`config.mk`:
```
export PLATFORM = sky130hd
export DESIGN_NAME = bounded_deque_engine
export DESIGN_NICKNAME = d
export VERILOG_FILES = /design/src/hdl/bde_pkg.sv /design/src/hdl/bounded_deque_engine.sv /design/src/hdl/bde_ctrl.sv /design/src/hdl/bde_datapath.sv
export SDC_FILE = /design/constraint.sdc
export NUM_CORES = 1
export LEC_CHECK = 0
export ABC_AREA = 1
export BUFFER_PORTS_ARGS = -buffer_cell sky130_fd_sc_hd__buf_2
export CAP_MARGIN = 20
export CORE_MARGIN = 5
export CORE_UTILIZATION = 60
export DETAILED_ROUTE_END_ITERATION = 10
export PLACE_DENSITY = 0.83
export REMOVE_ABC_BUFFERS = 1
export SLEW_MARGIN = 20
export SYNTH_ARGS = -nofsm -noshare
export SYNTH_HDL_FRONTEND = slang
export SYNTH_SLANG_ARGS = --single-unit
```
`constraint.sdc`:
```
create_clock -name clk -period 5 [get_ports clk]
set_input_delay 0.5 -clock clk [delete_from_list [all_inputs] [get_ports clk]]
set_output_delay 0.5 -clock clk [all_outputs]
set_load 0.02 [all_outputs]
```
`src/hdl/bde_pkg.sv`:
```
`timescale 1ns / 1ps
`default_nettype none
// ----------------------------------------------------------------------------
// bde_pkg
// Shared types and codes for the bounded deque engine.
// ----------------------------------------------------------------------------
package bde_pkg;

    localparam int BDE_CAPACITY = 16;
    localparam int WORD_W       = 32;

    localparam logic [2:0] OP_PUSH_FRONT = 3'd0;
    localparam logic [2:0] OP_PUSH_BACK  = 3'd1;
    localparam logic [2:0] OP_POP_FRONT  = 3'd2;
    localparam logic [2:0] OP_POP_BACK   = 3'd3;
    localparam logic [2:0] OP_DUMP       = 3'd4;

    localparam logic [1:0] ST_OK    = 2'd0;
    localparam logic [1:0] ST_EMPTY = 2'd1;
    localparam logic [1:0] ST_FULL  = 2'd2;

    typedef struct packed {
        logic [2:0]               opcode;
        logic signed [WORD_W-1:0] value;
    } cmd_word_t;

    typedef struct packed {
        logic [1:0]               status;
        logic signed [WORD_W-1:0] word;
        logic                     last;
    } rsp_word_t;

    typedef struct packed {
        logic       wr_front;
        logic       wr_back;
        logic       rd_front;
        logic       rd_back;
        logic       dump_start;
        logic       dump_step;
        logic       out_load;
        logic [1:0] out_status;
        logic       out_from_mem;
        logic       out_last;
    } dp_cmd_t;

    typedef struct packed {
        logic full;
        logic empty;
        logic dump_last;
        logic out_free;
    } dp_sts_t;

endpackage
`default_nettype wire

```
`src/hdl/bounded_deque_engine.sv`:
```
`timescale 1ns / 1ps
`default_nettype none
// ----------------------------------------------------------------------------
// bounded_deque_engine
// Bounded double-ended queue of signed words over a circular store.
// ----------------------------------------------------------------------------
// Push: one word per cycle while the response register is free; the response is valid in the cycle after acceptance.
// Pop: a registered store read, then the response load; one pop at a time.
// Dump: one store read per emitted word, front to back.
// Empty or full responses need no store read. Undefined opcodes are dropped.
// Reset (rst_n low, asynchronous) empties the queue; store contents persist.
// ----------------------------------------------------------------------------
module bounded_deque_engine
    import bde_pkg::*;
#(
    parameter int CAPACITY = BDE_CAPACITY
)
(
    input  wire logic  clk,
    input  wire logic  rst_n,
    input  wire logic  cmd_valid,
    output logic       cmd_ready,
    input  wire cmd_word_t cmd_data,
    output logic       rsp_valid,
    input  wire logic  rsp_ready,
    output rsp_word_t  rsp_data
);

    dp_cmd_t dp_cmd;
    dp_sts_t dp_sts;

    bde_ctrl u_ctrl (
        .clk       (clk),
        .rst_n     (rst_n),
        .cmd_valid (cmd_valid),
        .cmd_ready (cmd_ready),
        .opcode    (cmd_data.opcode),
        .sts       (dp_sts),
        .cmd       (dp_cmd)
    );

    bde_datapath #(
        .CAPACITY (CAPACITY)
    ) u_datapath (
        .clk       (clk),
        .rst_n     (rst_n),
        .value     (cmd_data.value),
        .cmd       (dp_cmd),
        .sts       (dp_sts),
        .rsp_valid (rsp_valid),
        .rsp_ready (rsp_ready),
        .rsp_data  (rsp_data)
    );

endmodule
`default_nettype wire

```
`src/hdl/bde_ctrl.sv`:
```
`timescale 1ns / 1ps
`default_nettype none
// ----------------------------------------------------------------------------
// bde_ctrl
// Sequencer: decodes each command word, steers the datapath through pops
// and dumps.
// ----------------------------------------------------------------------------
module bde_ctrl
    import bde_pkg::*;
(
    input  wire logic  clk,
    input  wire logic  rst_n,
    input  wire logic  cmd_valid,
    output logic       cmd_ready,
    input  wire logic [2:0] opcode,
    input  wire dp_sts_t sts,
    output dp_cmd_t    cmd
);

    typedef enum logic [1:0] {
        S_IDLE,
        S_POP_WAIT,
        S_DUMP
    } state_t;

    state_t state_reg;
    state_t state_next;

    assign cmd_ready = (state_reg == S_IDLE) && sts.out_free;

    always_comb
    begin
        cmd        = '0;
        state_next = state_reg;
        case (state_reg)
            S_IDLE:
            begin
                if (cmd_valid && sts.out_free)
                begin
                    case (opcode)
                        OP_PUSH_FRONT, OP_PUSH_BACK:
                        begin
                            cmd.out_load   = 1'b1;
                            cmd.out_last   = 1'b1;
                            cmd.out_status = sts.full ? ST_FULL : ST_OK;
                            cmd.wr_front   = !sts.full && (opcode == OP_PUSH_FRONT);
                            cmd.wr_back    = !sts.full && (opcode == OP_PUSH_BACK);
                        end
                        OP_POP_FRONT, OP_POP_BACK:
                        begin
                            if (sts.empty)
                            begin
                                cmd.out_load   = 1'b1;
                                cmd.out_last   = 1'b1;
                                cmd.out_status = ST_EMPTY;
                            end
                            else
                            begin
                                cmd.rd_front = (opcode == OP_POP_FRONT);
                                cmd.rd_back  = (opcode == OP_POP_BACK);
                                state_next   = S_POP_WAIT;
                            end
                        end
                        OP_DUMP:
                        begin
                            if (sts.empty)
                            begin
                                cmd.out_load   = 1'b1;
                                cmd.out_last   = 1'b1;
                                cmd.out_status = ST_EMPTY;
                            end
                            else
                            begin
                                cmd.dump_start = 1'b1;
                                state_next     = S_DUMP;
                            end
                        end
                        default:
                        begin
                        end
                    endcase
                end
            end
            S_POP_WAIT:
            begin
                if (sts.out_free)
                begin
                    cmd.out_load     = 1'b1;
                    cmd.out_last     = 1'b1;
                    cmd.out_status   = ST_OK;
                    cmd.out_from_mem = 1'b1;
                    state_next       = S_IDLE;
                end
            end
            S_DUMP:
            begin
                if (sts.out_free)
                begin
                    cmd.out_load     = 1'b1;
                    cmd.out_last     = sts.dump_last;
                    cmd.out_status   = ST_OK;
                    cmd.out_from_mem = 1'b1;
                    if (sts.dump_last)
                        state_next = S_IDLE;
                    else
                        cmd.dump_step = 1'b1;
                end
            end
            default:
            begin
                state_next = S_IDLE;
            end
        endcase
    end

    always_ff @(posedge clk or negedge rst_n)
    begin
        if (!rst_n)
            state_reg <= S_IDLE;
        else
            state_reg <= state_next;
    end

endmodule
`default_nettype wire

```
`src/hdl/bde_datapath.sv`:
```
`timescale 1ns / 1ps
`default_nettype none
// ----------------------------------------------------------------------------
// bde_datapath
// Circular word store, front pointer, fill count, dump index and the
// response register.
// ----------------------------------------------------------------------------
module bde_datapath
    import bde_pkg::*;
#(
    parameter int CAPACITY = BDE_CAPACITY
)
(
    input  wire logic  clk,
    input  wire logic  rst_n,
    input  wire logic signed [WORD_W-1:0] value,
    input  wire dp_cmd_t cmd,
    output dp_sts_t    sts,
    output logic       rsp_valid,
    input  wire logic  rsp_ready,
    output rsp_word_t  rsp_data
);

    localparam int IDX_W = (CAPACITY > 1) ? $clog2(CAPACITY) : 1;
    localparam int CNT_W = $clog2(CAPACITY + 1);
    localparam logic [IDX_W-1:0] LAST_POS = IDX_W'(CAPACITY - 1);
    localparam logic [CNT_W-1:0] CAP_CNT  = CNT_W'(CAPACITY);
    localparam logic [CNT_W:0]   CAP_SUM  = (CNT_W + 1)'(CAPACITY);

    logic [WORD_W-1:0] mem [CAPACITY];

    logic [IDX_W-1:0] front_reg;
    logic [IDX_W-1:0] front_next;
    logic [CNT_W-1:0] occ_reg;
    logic [CNT_W-1:0] occ_next;
    logic [CNT_W-1:0] idx_reg;
    logic [CNT_W-1:0] idx_next;
    logic             rsp_valid_reg;
    rsp_word_t        rsp_data_reg;
    logic [WORD_W-1:0] rdata_reg;

    logic [IDX_W-1:0] wr_addr;
    logic             wr_en;
    logic [IDX_W-1:0] rd_addr;
    logic             rd_en;

    function automatic logic [IDX_W-1:0] wrap_pos(input logic [IDX_W-1:0] base,
                                                  input logic [CNT_W-1:0] offset);
        logic [CNT_W:0] sum;
        sum = (CNT_W + 1)'(base) + (CNT_W + 1)'(offset);
        if (sum >= CAP_SUM)
            sum = sum - CAP_SUM;
        return sum[IDX_W-1:0];
    endfunction

    assign sts.full      = (occ_reg == CAP_CNT);
    assign sts.empty     = (occ_reg == '0);
    assign sts.dump_last = ((idx_reg + CNT_W'(1)) == occ_reg);
    assign sts.out_free  = !rsp_valid_reg || rsp_ready;

    always_comb
    begin
        front_next = front_reg;
        occ_next   = occ_reg;
        idx_next   = idx_reg;
        wr_en      = 1'b0;
        wr_addr    = front_reg;
        rd_en      = 1'b0;
        rd_addr    = front_reg;
        if (cmd.wr_front)
        begin
            front_next = (front_reg == '0) ? LAST_POS : front_reg - IDX_W'(1);
            wr_en      = 1'b1;
            wr_addr    = front_next;
            occ_next   = occ_reg + CNT_W'(1);
        end
        else if (cmd.wr_back)
        begin
            wr_en    = 1'b1;
            wr_addr  = wrap_pos(front_reg, occ_reg);
            occ_next = occ_reg + CNT_W'(1);
        end
        else if (cmd.rd_front)
        begin
            rd_en      = 1'b1;
            rd_addr    = front_reg;
            front_next = wrap_pos(front_reg, CNT_W'(1));
            occ_next   = occ_reg - CNT_W'(1);
        end
        else if (cmd.rd_back)
        begin
            rd_en    = 1'b1;
            rd_addr  = wrap_pos(front_reg, occ_reg - CNT_W'(1));
            occ_next = occ_reg - CNT_W'(1);
        end
        else if (cmd.dump_start)
        begin
            rd_en    = 1'b1;
            rd_addr  = front_reg;
            idx_next = '0;
        end
        else if (cmd.dump_step)
        begin
            rd_en    = 1'b1;
            idx_next = idx_reg + CNT_W'(1);
            rd_addr  = wrap_pos(front_reg, idx_next);
        end
    end

    always_ff @(posedge clk)
    begin
        if (wr_en)
            mem[wr_addr] <= value;
        if (rd_en)
            rdata_reg <= mem[rd_addr];
    end

    always_ff @(posedge clk or negedge rst_n)
    begin
        if (!rst_n)
        begin
            front_reg     <= '0;
            occ_reg       <= '0;
            idx_reg       <= '0;
            rsp_valid_reg <= 1'b0;
        end
        else
        begin
            front_reg <= front_next;
            occ_reg   <= occ_next;
            idx_reg   <= idx_next;
            if (cmd.out_load)
                rsp_valid_reg <= 1'b1;
            else if (rsp_ready)
                rsp_valid_reg <= 1'b0;
        end
    end

    always_ff @(posedge clk)
    begin
        if (cmd.out_load)
        begin
            rsp_data_reg.status <= cmd.out_status;
            rsp_data_reg.word   <= cmd.out_from_mem ? $signed(rdata_reg) : '0;
            rsp_data_reg.last   <= cmd.out_last;
        end
    end

    assign rsp_valid = rsp_valid_reg;
    assign rsp_data  = rsp_data_reg;

endmodule
`default_nettype wire
```
* Word-level counts from Yosys, hierarchy flattened
Memory sizes are Yosys's and may differ from the RTL's. A register that Yosys moved wholly into a read port is not among the register bits.
Cells that the tools add are included.
** Word-level totals
- Register bits after elaboration :: 52
- Bits in writable memories :: 512
- Input bits :: 39
- Output and inout bits :: 37
- Word-level logic and storage cells :: 129
- Memories :: 1
** Memories
- u_datapath.mem :: depth 16, bits a word 32, rd ports 1, clocked after memory_dff 1, write ports 1, RTL line bde_datapath.sv:30 : logic [WORD_W-1:0] mem [CAPACITY];
** Cells by class
- $add $sub $neg :: 12
- Magnitude comparators :: 4
- Equality and inequality tests :: 16
- Multiplexer cells :: 63
- Bitwise logic cells :: 4
- Reductions and logical operators :: 21
** Operators by type and width (count)
- $mux W4 :: 16
- $mux W5 :: 9
- $mux W2 :: 10
- $sub A4 B1 Y4 const B :: 5
- $add A4 B5 Y6 :: 3
- $ge A6 B5 Y1 const B :: 3
- $mux W1 :: 18
- $add A5 B1 Y5 const B :: 2
- $ne A3 B3 Y1 const B :: 3
- $pmux W3 S3 :: 1
- $ne A2 B1 Y1 const B :: 4
- $reduce_and A7 Y1 :: 1
- $eq A3 B2 Y1 const B :: 2
- $mux W3 :: 2
- $mux W6 :: 1
- $pmux W2 S3 :: 1
- $pmux W3 S2 :: 1
- $reduce_bool A2 Y1 :: 3
- $add A4 B1 Y5 const B :: 1
- $eq A5 B5 Y1 :: 1
- $eq A5 B5 Y1 const B :: 1
- $ge A5 B5 Y1 const B :: 1
- $logic_not A5 Y1 :: 1
- $reduce_and A5 Y1 :: 1
- 20 further kinds :: 29

* Depth between registers and ports, before layout
- Word-level depth :: 11
- Depth in mapped cells :: 21
- Gate-level depth less buffers :: 19

* Hierarchy
A second synthesis with hierarchy kept.
** Second synthesis, totals
- Cell total of the unflattened synthesis :: 2674
- Area total of the unflattened synthesis :: 26862.0 um^2
** Modules (own cells, without submodules)
- bde_datapath :: instances 1, cells an instance 2612, area an instance 26499.2 um^2, seq. area each 17762.0 um^2
- bde_ctrl :: instances 1, cells an instance 62, area an instance 362.8 um^2, seq. area each 50.0 um^2

* Worst setup path after synthesis
No wires, ideal clock.
- Path type :: reg-to-reg
- From :: register u_datapath.idx_reg[0]
- To :: register u_datapath.rdata_reg[0] (read register of u_datapath.mem) (enable)
- Setup time :: 0.466 ns
- Data arrival time :: 3.616 ns
- Data required time :: 4.534 ns
- Setup slack :: 0.918 ns
- Stages on the path, launching flop included :: 13
- Buffers on the path :: 0
- Period minus slack after synthesis :: 4.082 ns
- Cell sequence :: dfrtp_1 -> ha_1 -> inv_1 -> nand2_1 -> nand2_1 -> nor2_1 -> nand3_1 -> nor2_1 -> nand3_2 -> nand2_1 -> nand2_1 -> inv_1 -> o21ai_0
** On the way
- Cells in the longest elaborated chain, start to end :: 11
- Elaborated cells between the ends (all ways) :: 21
- Classes of those cells :: 3 x add/sub; 1 x order compare; 1 x eq/ne; 16 x mux
** Ends and longest elaborated chain
- from (decl) :: RTL line bde_datapath.sv:36 : logic [CNT_W-1:0] idx_reg;
- from (signal assigned) :: RTL line bde_datapath.sv:131 : idx_reg <= idx_next;
- $add A5 B1 Y5 :: RTL line bde_datapath.sv:58 : assign sts.dump_last = ((idx_reg + CNT_W'(1)) == occ_reg);
- $eq A5 B5 Y1 :: RTL line bde_datapath.sv:58
- $mux W1 :: RTL line bde_ctrl.sv:103 : if (sts.dump_last)
- $mux W6 :: RTL line bde_ctrl.sv:97 : if (sts.out_free)
- $mux W1 :: RTL line bde_ctrl.sv:35 : case (state_reg)
- $mux W1 :: RTL line bde_datapath.sv:102 : else if (cmd.dump_step)
- $mux W1 :: RTL line bde_datapath.sv:96 : else if (cmd.dump_start)
- $mux W1 :: RTL line bde_datapath.sv:90 : else if (cmd.rd_back)
- $mux W1 :: RTL line bde_datapath.sv:83 : else if (cmd.rd_front)
- $mux W1 :: RTL line bde_datapath.sv:77 : else if (cmd.wr_back)
- $mux W1 :: RTL line bde_datapath.sv:70 : if (cmd.wr_front)
- via u_datapath.rd_en :: RTL line bde_datapath.sv:45 : logic rd_en;
- to (decl) :: RTL line bde_datapath.sv:40 : logic [WORD_W-1:0] rdata_reg;
The timed path passes the listed nets, and every way through them passes these cells.
A chain may end at the register's enable or synchronous reset.

* Final worst setup path
- From :: register u_ctrl.state_reg[1]
- To :: memory u_datapath.mem[6][18] (enable)
** On the way
- Cells in the longest elaborated chain, start to end :: 6
- Elaborated cells between the ends (all ways) :: 8
- Classes of those cells :: 7 x mux; 1 x reduce/logical
** Ends and longest elaborated chain
- from (decl) :: RTL line bde_ctrl.sv:26 : state_t state_reg;
- from (signal assigned) :: RTL line bde_ctrl.sv:121 : state_reg <= state_next;
- $logic_not A2 Y1 (*) :: RTL line bde_ctrl.sv:35
- $mux W5 (*) :: RTL line bde_ctrl.sv:35
- $mux W1 :: RTL line bde_datapath.sv:77
- $mux W1 :: RTL line bde_datapath.sv:70
- $mux W1 :: RTL line bde_datapath.sv:112 : if (wr_en)
- $mux W1 (implied by the code) :: RTL line bde_datapath.sv:113 : mem[wr_addr] <= value;
- to (decl) :: RTL line bde_datapath.sv:30
Mark *: on every way between the ends. The rest lies on a longest branch, timed or not.

==> results.sh <==
export IMPL_hold_end="u_datapath.rsp_valid"
export IMPL_synth_area_mux_share_pct=0
export IMPL_drt_initial_drc_count=2647
export IMPL_synth_compound_area_share_pct=1.167
export IMPL_cp_end_kind="register"
export IMPL_place_congestion=0.9556
export IMPL_num_vias=18560
export IMPL_power_density_nw_per_um2=679.2
export IMPL_reg2reg_depth=13
export IMPL_final_layout_size_suffix_gt1_share_pct=9.737
export IMPL_clkTransAtPathRegs_ns=0.06
export IMPL_routed_via_density=5.923
export IMPL_clock_skew_final_ns=0.03046
export IMPL_layout_nets=2559
export IMPL_slowest_stage="nor2_4"
export IMPL_grt_usage_pct=27.03
export IMPL_place_detailed_hpwl_mm=35.33
export IMPL_cts_buffers=57
export IMPL_syn_area_per_cell_um2=10.68
export IMPL_cts_resized_gates=0
export IMPL_crit_type="register to register"
export IMPL_fin_util_pct=67.64
export IMPL_dieWidth_um=219.3
export IMPL_areaGrowthSynthToFinish_pct=11.15
export IMPL_cts_tree="yes"
export IMPL_slowest_delay_ns=0.68
export IMPL_die_h_um=219.3
export IMPL_largest_register_ffs=512
export IMPL_synth_edff_count=579
export IMPL_grt_max_degree=154
export IMPL_async_flop_share_pct=2.852
export IMPL_synthSimpleGateAreaFrac_pct=21.76
export IMPL_synth_main_ff_cell="edfxtp_1"
export IMPL_ant_nets=0
export IMPL_power_mw=19.83
export IMPL_cp_required_ns=5.31
export IMPL_dr_pass1_iters=6
export IMPL_synth_seq_cells=596
export IMPL_critical_path_top_delay_family="simple AND/OR/NAND/NOR gates"
export IMPL_timing_final_crit_share_pct=81.51
export IMPL_drcViolationCount=0
export IMPL_setup_viol=0
export IMPL_drv_cap=0
export IMPL_synth_top_family_by_area="simple AND/OR/NAND/NOR gates"
export IMPL_r2r_slack_ns=0.92
export IMPL_grt_first_pass_wirelength_mm=101.0
export IMPL_synth_warning_count=0
export IMPL_run_status="completed"
export IMPL_overflow=0
export IMPL_wirelength_mm=65.03
export IMPL_ys_seq_area_share_pct=67.80
export IMPL_r2r_end="u_datapath.mem[6][18]"
export IMPL_place_port_buffers=75
export IMPL_synth_fa_ha_area_share_pct=1.133
export IMPL_synth_xor_area_share_pct=0.3334
export IMPL_clock_path_buffers=3
export IMPL_hold_path_class="input port to register"
export IMPL_clock_sinks=596
export IMPL_clk_insertion_delay_late_ns=0.63
export IMPL_rsz0062_at_grt="false"
export IMPL_path_buf_inv=5
export IMPL_vdd_ir_drop_max_v=0.0006906
export IMPL_ios=76
export IMPL_hold_depth=4
export IMPL_finalHoldViolCount=0
export IMPL_fillCellCount=2974
export IMPL_syn_inst=2460
export IMPL_core_area_um2=43170
export IMPL_wl_per_cell_um=20.75
export IMPL_grt_pass1_vias=18670
export IMPL_std_cell_rows=76
export IMPL_start_kind="register"
export IMPL_max_slew_margin_pct=30.69
export IMPL_critPathMaxFanout=16
export IMPL_tightest_slew_ns=1.040
export IMPL_min_period_ns=4.075
export IMPL_min_from="rsp_ready"
export IMPL_leakagePower_nw=12.11
export IMPL_yosysUniqueCellTypes=41
export IMPL_cts_root_buf="clkbuf_16"
export IMPL_htreeDepth=2
export IMPL_antenna_found_initial=1
export IMPL_slew_viol_final=0
export IMPL_synth_area_um2=26270
export IMPL_initial_core_util_pct=60.85
export IMPL_crit_chain="inv_1, ha_1, inv_1, nor2_1, nand2_1, inv_1, nand3_1, inv_1, nor2_1, nor3_1, nand2_1, nor2_4, buf_4"
export IMPL_max_freq_mhz=245.4
export IMPL_r2r_start="u_ctrl.state_reg[1]"
export IMPL_path_common_cell="inv_1"
export IMPL_arrival_ns=4.39
export IMPL_die_area_um2=48070
-- worst max-delay path by stage --
| stage | startpoint | to | slack [ns] | cells after the start |
|---|---|---|---|---|
| 5_1_grt | u_ctrl.state_reg[1] | u_datapath.mem[0][22] | 0.64 | 13 |
| 4_1_cts | u_ctrl.state_reg[1] | u_datapath.mem[6][6] | 0.98 | 13 |
| 3_3_place_gp | u_ctrl.state_reg[0] | u_datapath.mem[6][18] | 1.29 | 13 |
| 6_report | u_ctrl.state_reg[1] | u_datapath.mem[6][18] | 0.92 | 13 |
| 2_1_floorplan | u_ctrl.state_reg[0] | u_datapath.rdata_reg[0] | -1.81 | 17 |
| 3_5_place_dp | u_ctrl.state_reg[1] | u_datapath.mem[6][6] | 1.02 | 13 |
-- stage by stage --
| step | std cells | setup TNS, ns | worst slack, ns | cell area (um2) | hold slack (ns) |
|---|---|---|---|---|---|
| finish | 3134 | 0 | 0.9245 | 29200 | 0.1650 |
| global route | 3133 | 0 | 0.6437 | 29200 | 0.1588 |
| CTS | 3132 | 0 | 0.9837 | 29200 | 0.1405 |
| detailed placement | 3023 | 0 | 1.024 | 27240 | 0.4569 |
| global placement | 3023 | 0 | 1.293 | 27240 | 0.4484 |
| floorplan | 2323 | -57.90 | -1.810 | 25510 | 0.2044 |
-- what timing repair did --
item,4_1_cts,5_1_grt
hold buffers,1,0
setup buffers,0,0
hold endpoints to repair,17,0
-- tightest hold or removal path, stage by stage --
cell	delay (ns)
buf_2	0.08
nor2_2	0.05
inv_1	0.07
nand2_1	0.05
-- per-layer routing --
metal	global-route usage, %	vias to the layer above	wire length [um]
met3	5.159	233	6881
met2	44.37	1180	31300
met4	13.46	0	3148
met1	34.88	8801	23700
met5	0	-	0
li1	-	8348	-
-- power by group --
part | total [mW] | leakage (nW) | switching, mW | internal [mW]
Clock | 4.47 | 0.950 | 1.86 | 2.61
Combinational | 8.98 | 5.70 | 6.45 | 2.53
Sequential | 6.38 | 5.46 | 0.215 | 6.17
Total | 19.8 | 12.1 | 8.52 | 11.3
-- Yosys cell counts (5+ instances only) --
| cell | count | area, um2 |
|---|---|---|
| nand2_1 | 610 | 2290 |
| edfxtp_1 | 579 | 17390 |
| buf_4 | 6 | 45.04 |
| buf_2 | 100 | 500.5 |
| inv_2 | 8 | 30.03 |
| nand4_1 | 5 | 31.28 |
| inv_1 | 335 | 1257 |
| xor2_1 | 6 | 52.55 |
| clkbuf_1 | 15 | 56.30 |
| o21ai_0 | 16 | 80.08 |
| dfrtp_1 | 17 | 425.4 |
| buf_6 | 12 | 135.1 |
| a21oi_1 | 9 | 45.04 |
| nand3_1 | 594 | 2973 |
| nor2_1 | 75 | 281.5 |
| o22ai_1 | 6 | 37.54 |
| ha_1 | 19 | 237.7 |
-- kinds of logic (layout without fill, tap and decap cells) --
group                      Yosys count  in the layout
and+or+nand+nor                   1302           1302
DFF                                596            596
buffers and inverters              480            567
AOI/OAI and AO/OA                   50             50
adders and majority gates           22             22
xor gates and xnor gates            10             10
other                                0              2
-- cells in the final DEF, fill, tap and decap left out, drive strengths merged, types with 3 or more instances in the layout --
master / n
nand2: 616
nand3: 597
edfxtp: 579
inv: 344
buf: 115
nor2: 78
clkbuf: 71
clkinv: 25
o21ai: 20
ha: 19
dfrtp: 17
a21oi: 10
bufinv: 8
xor2: 6
o22ai: 6
nand4: 5
xnor2: 4
o31ai: 4
nor3: 3
fa: 3
clkinvlp: 3
-- area by class of cell --
cell class | instances | area, um2 | share of cell area [%]
Timing Repair Buffer | 116 | 823.3 | 2.819
Clock inverter | 37 | 390.4 | 1.337
Clock buffer | 71 | 1551 | 5.313
Sequential cell | 596 | 17810 | 61.00
Antenna cell | 2 | 5.005 | 0.01714
Inverter | 343 | 1290 | 4.418
Tap cell | 585 | 732.0 | 2.507
Multi-Input combinational cell | 1384 | 6598 | 22.59
Power figures use the tool's default switching activity.
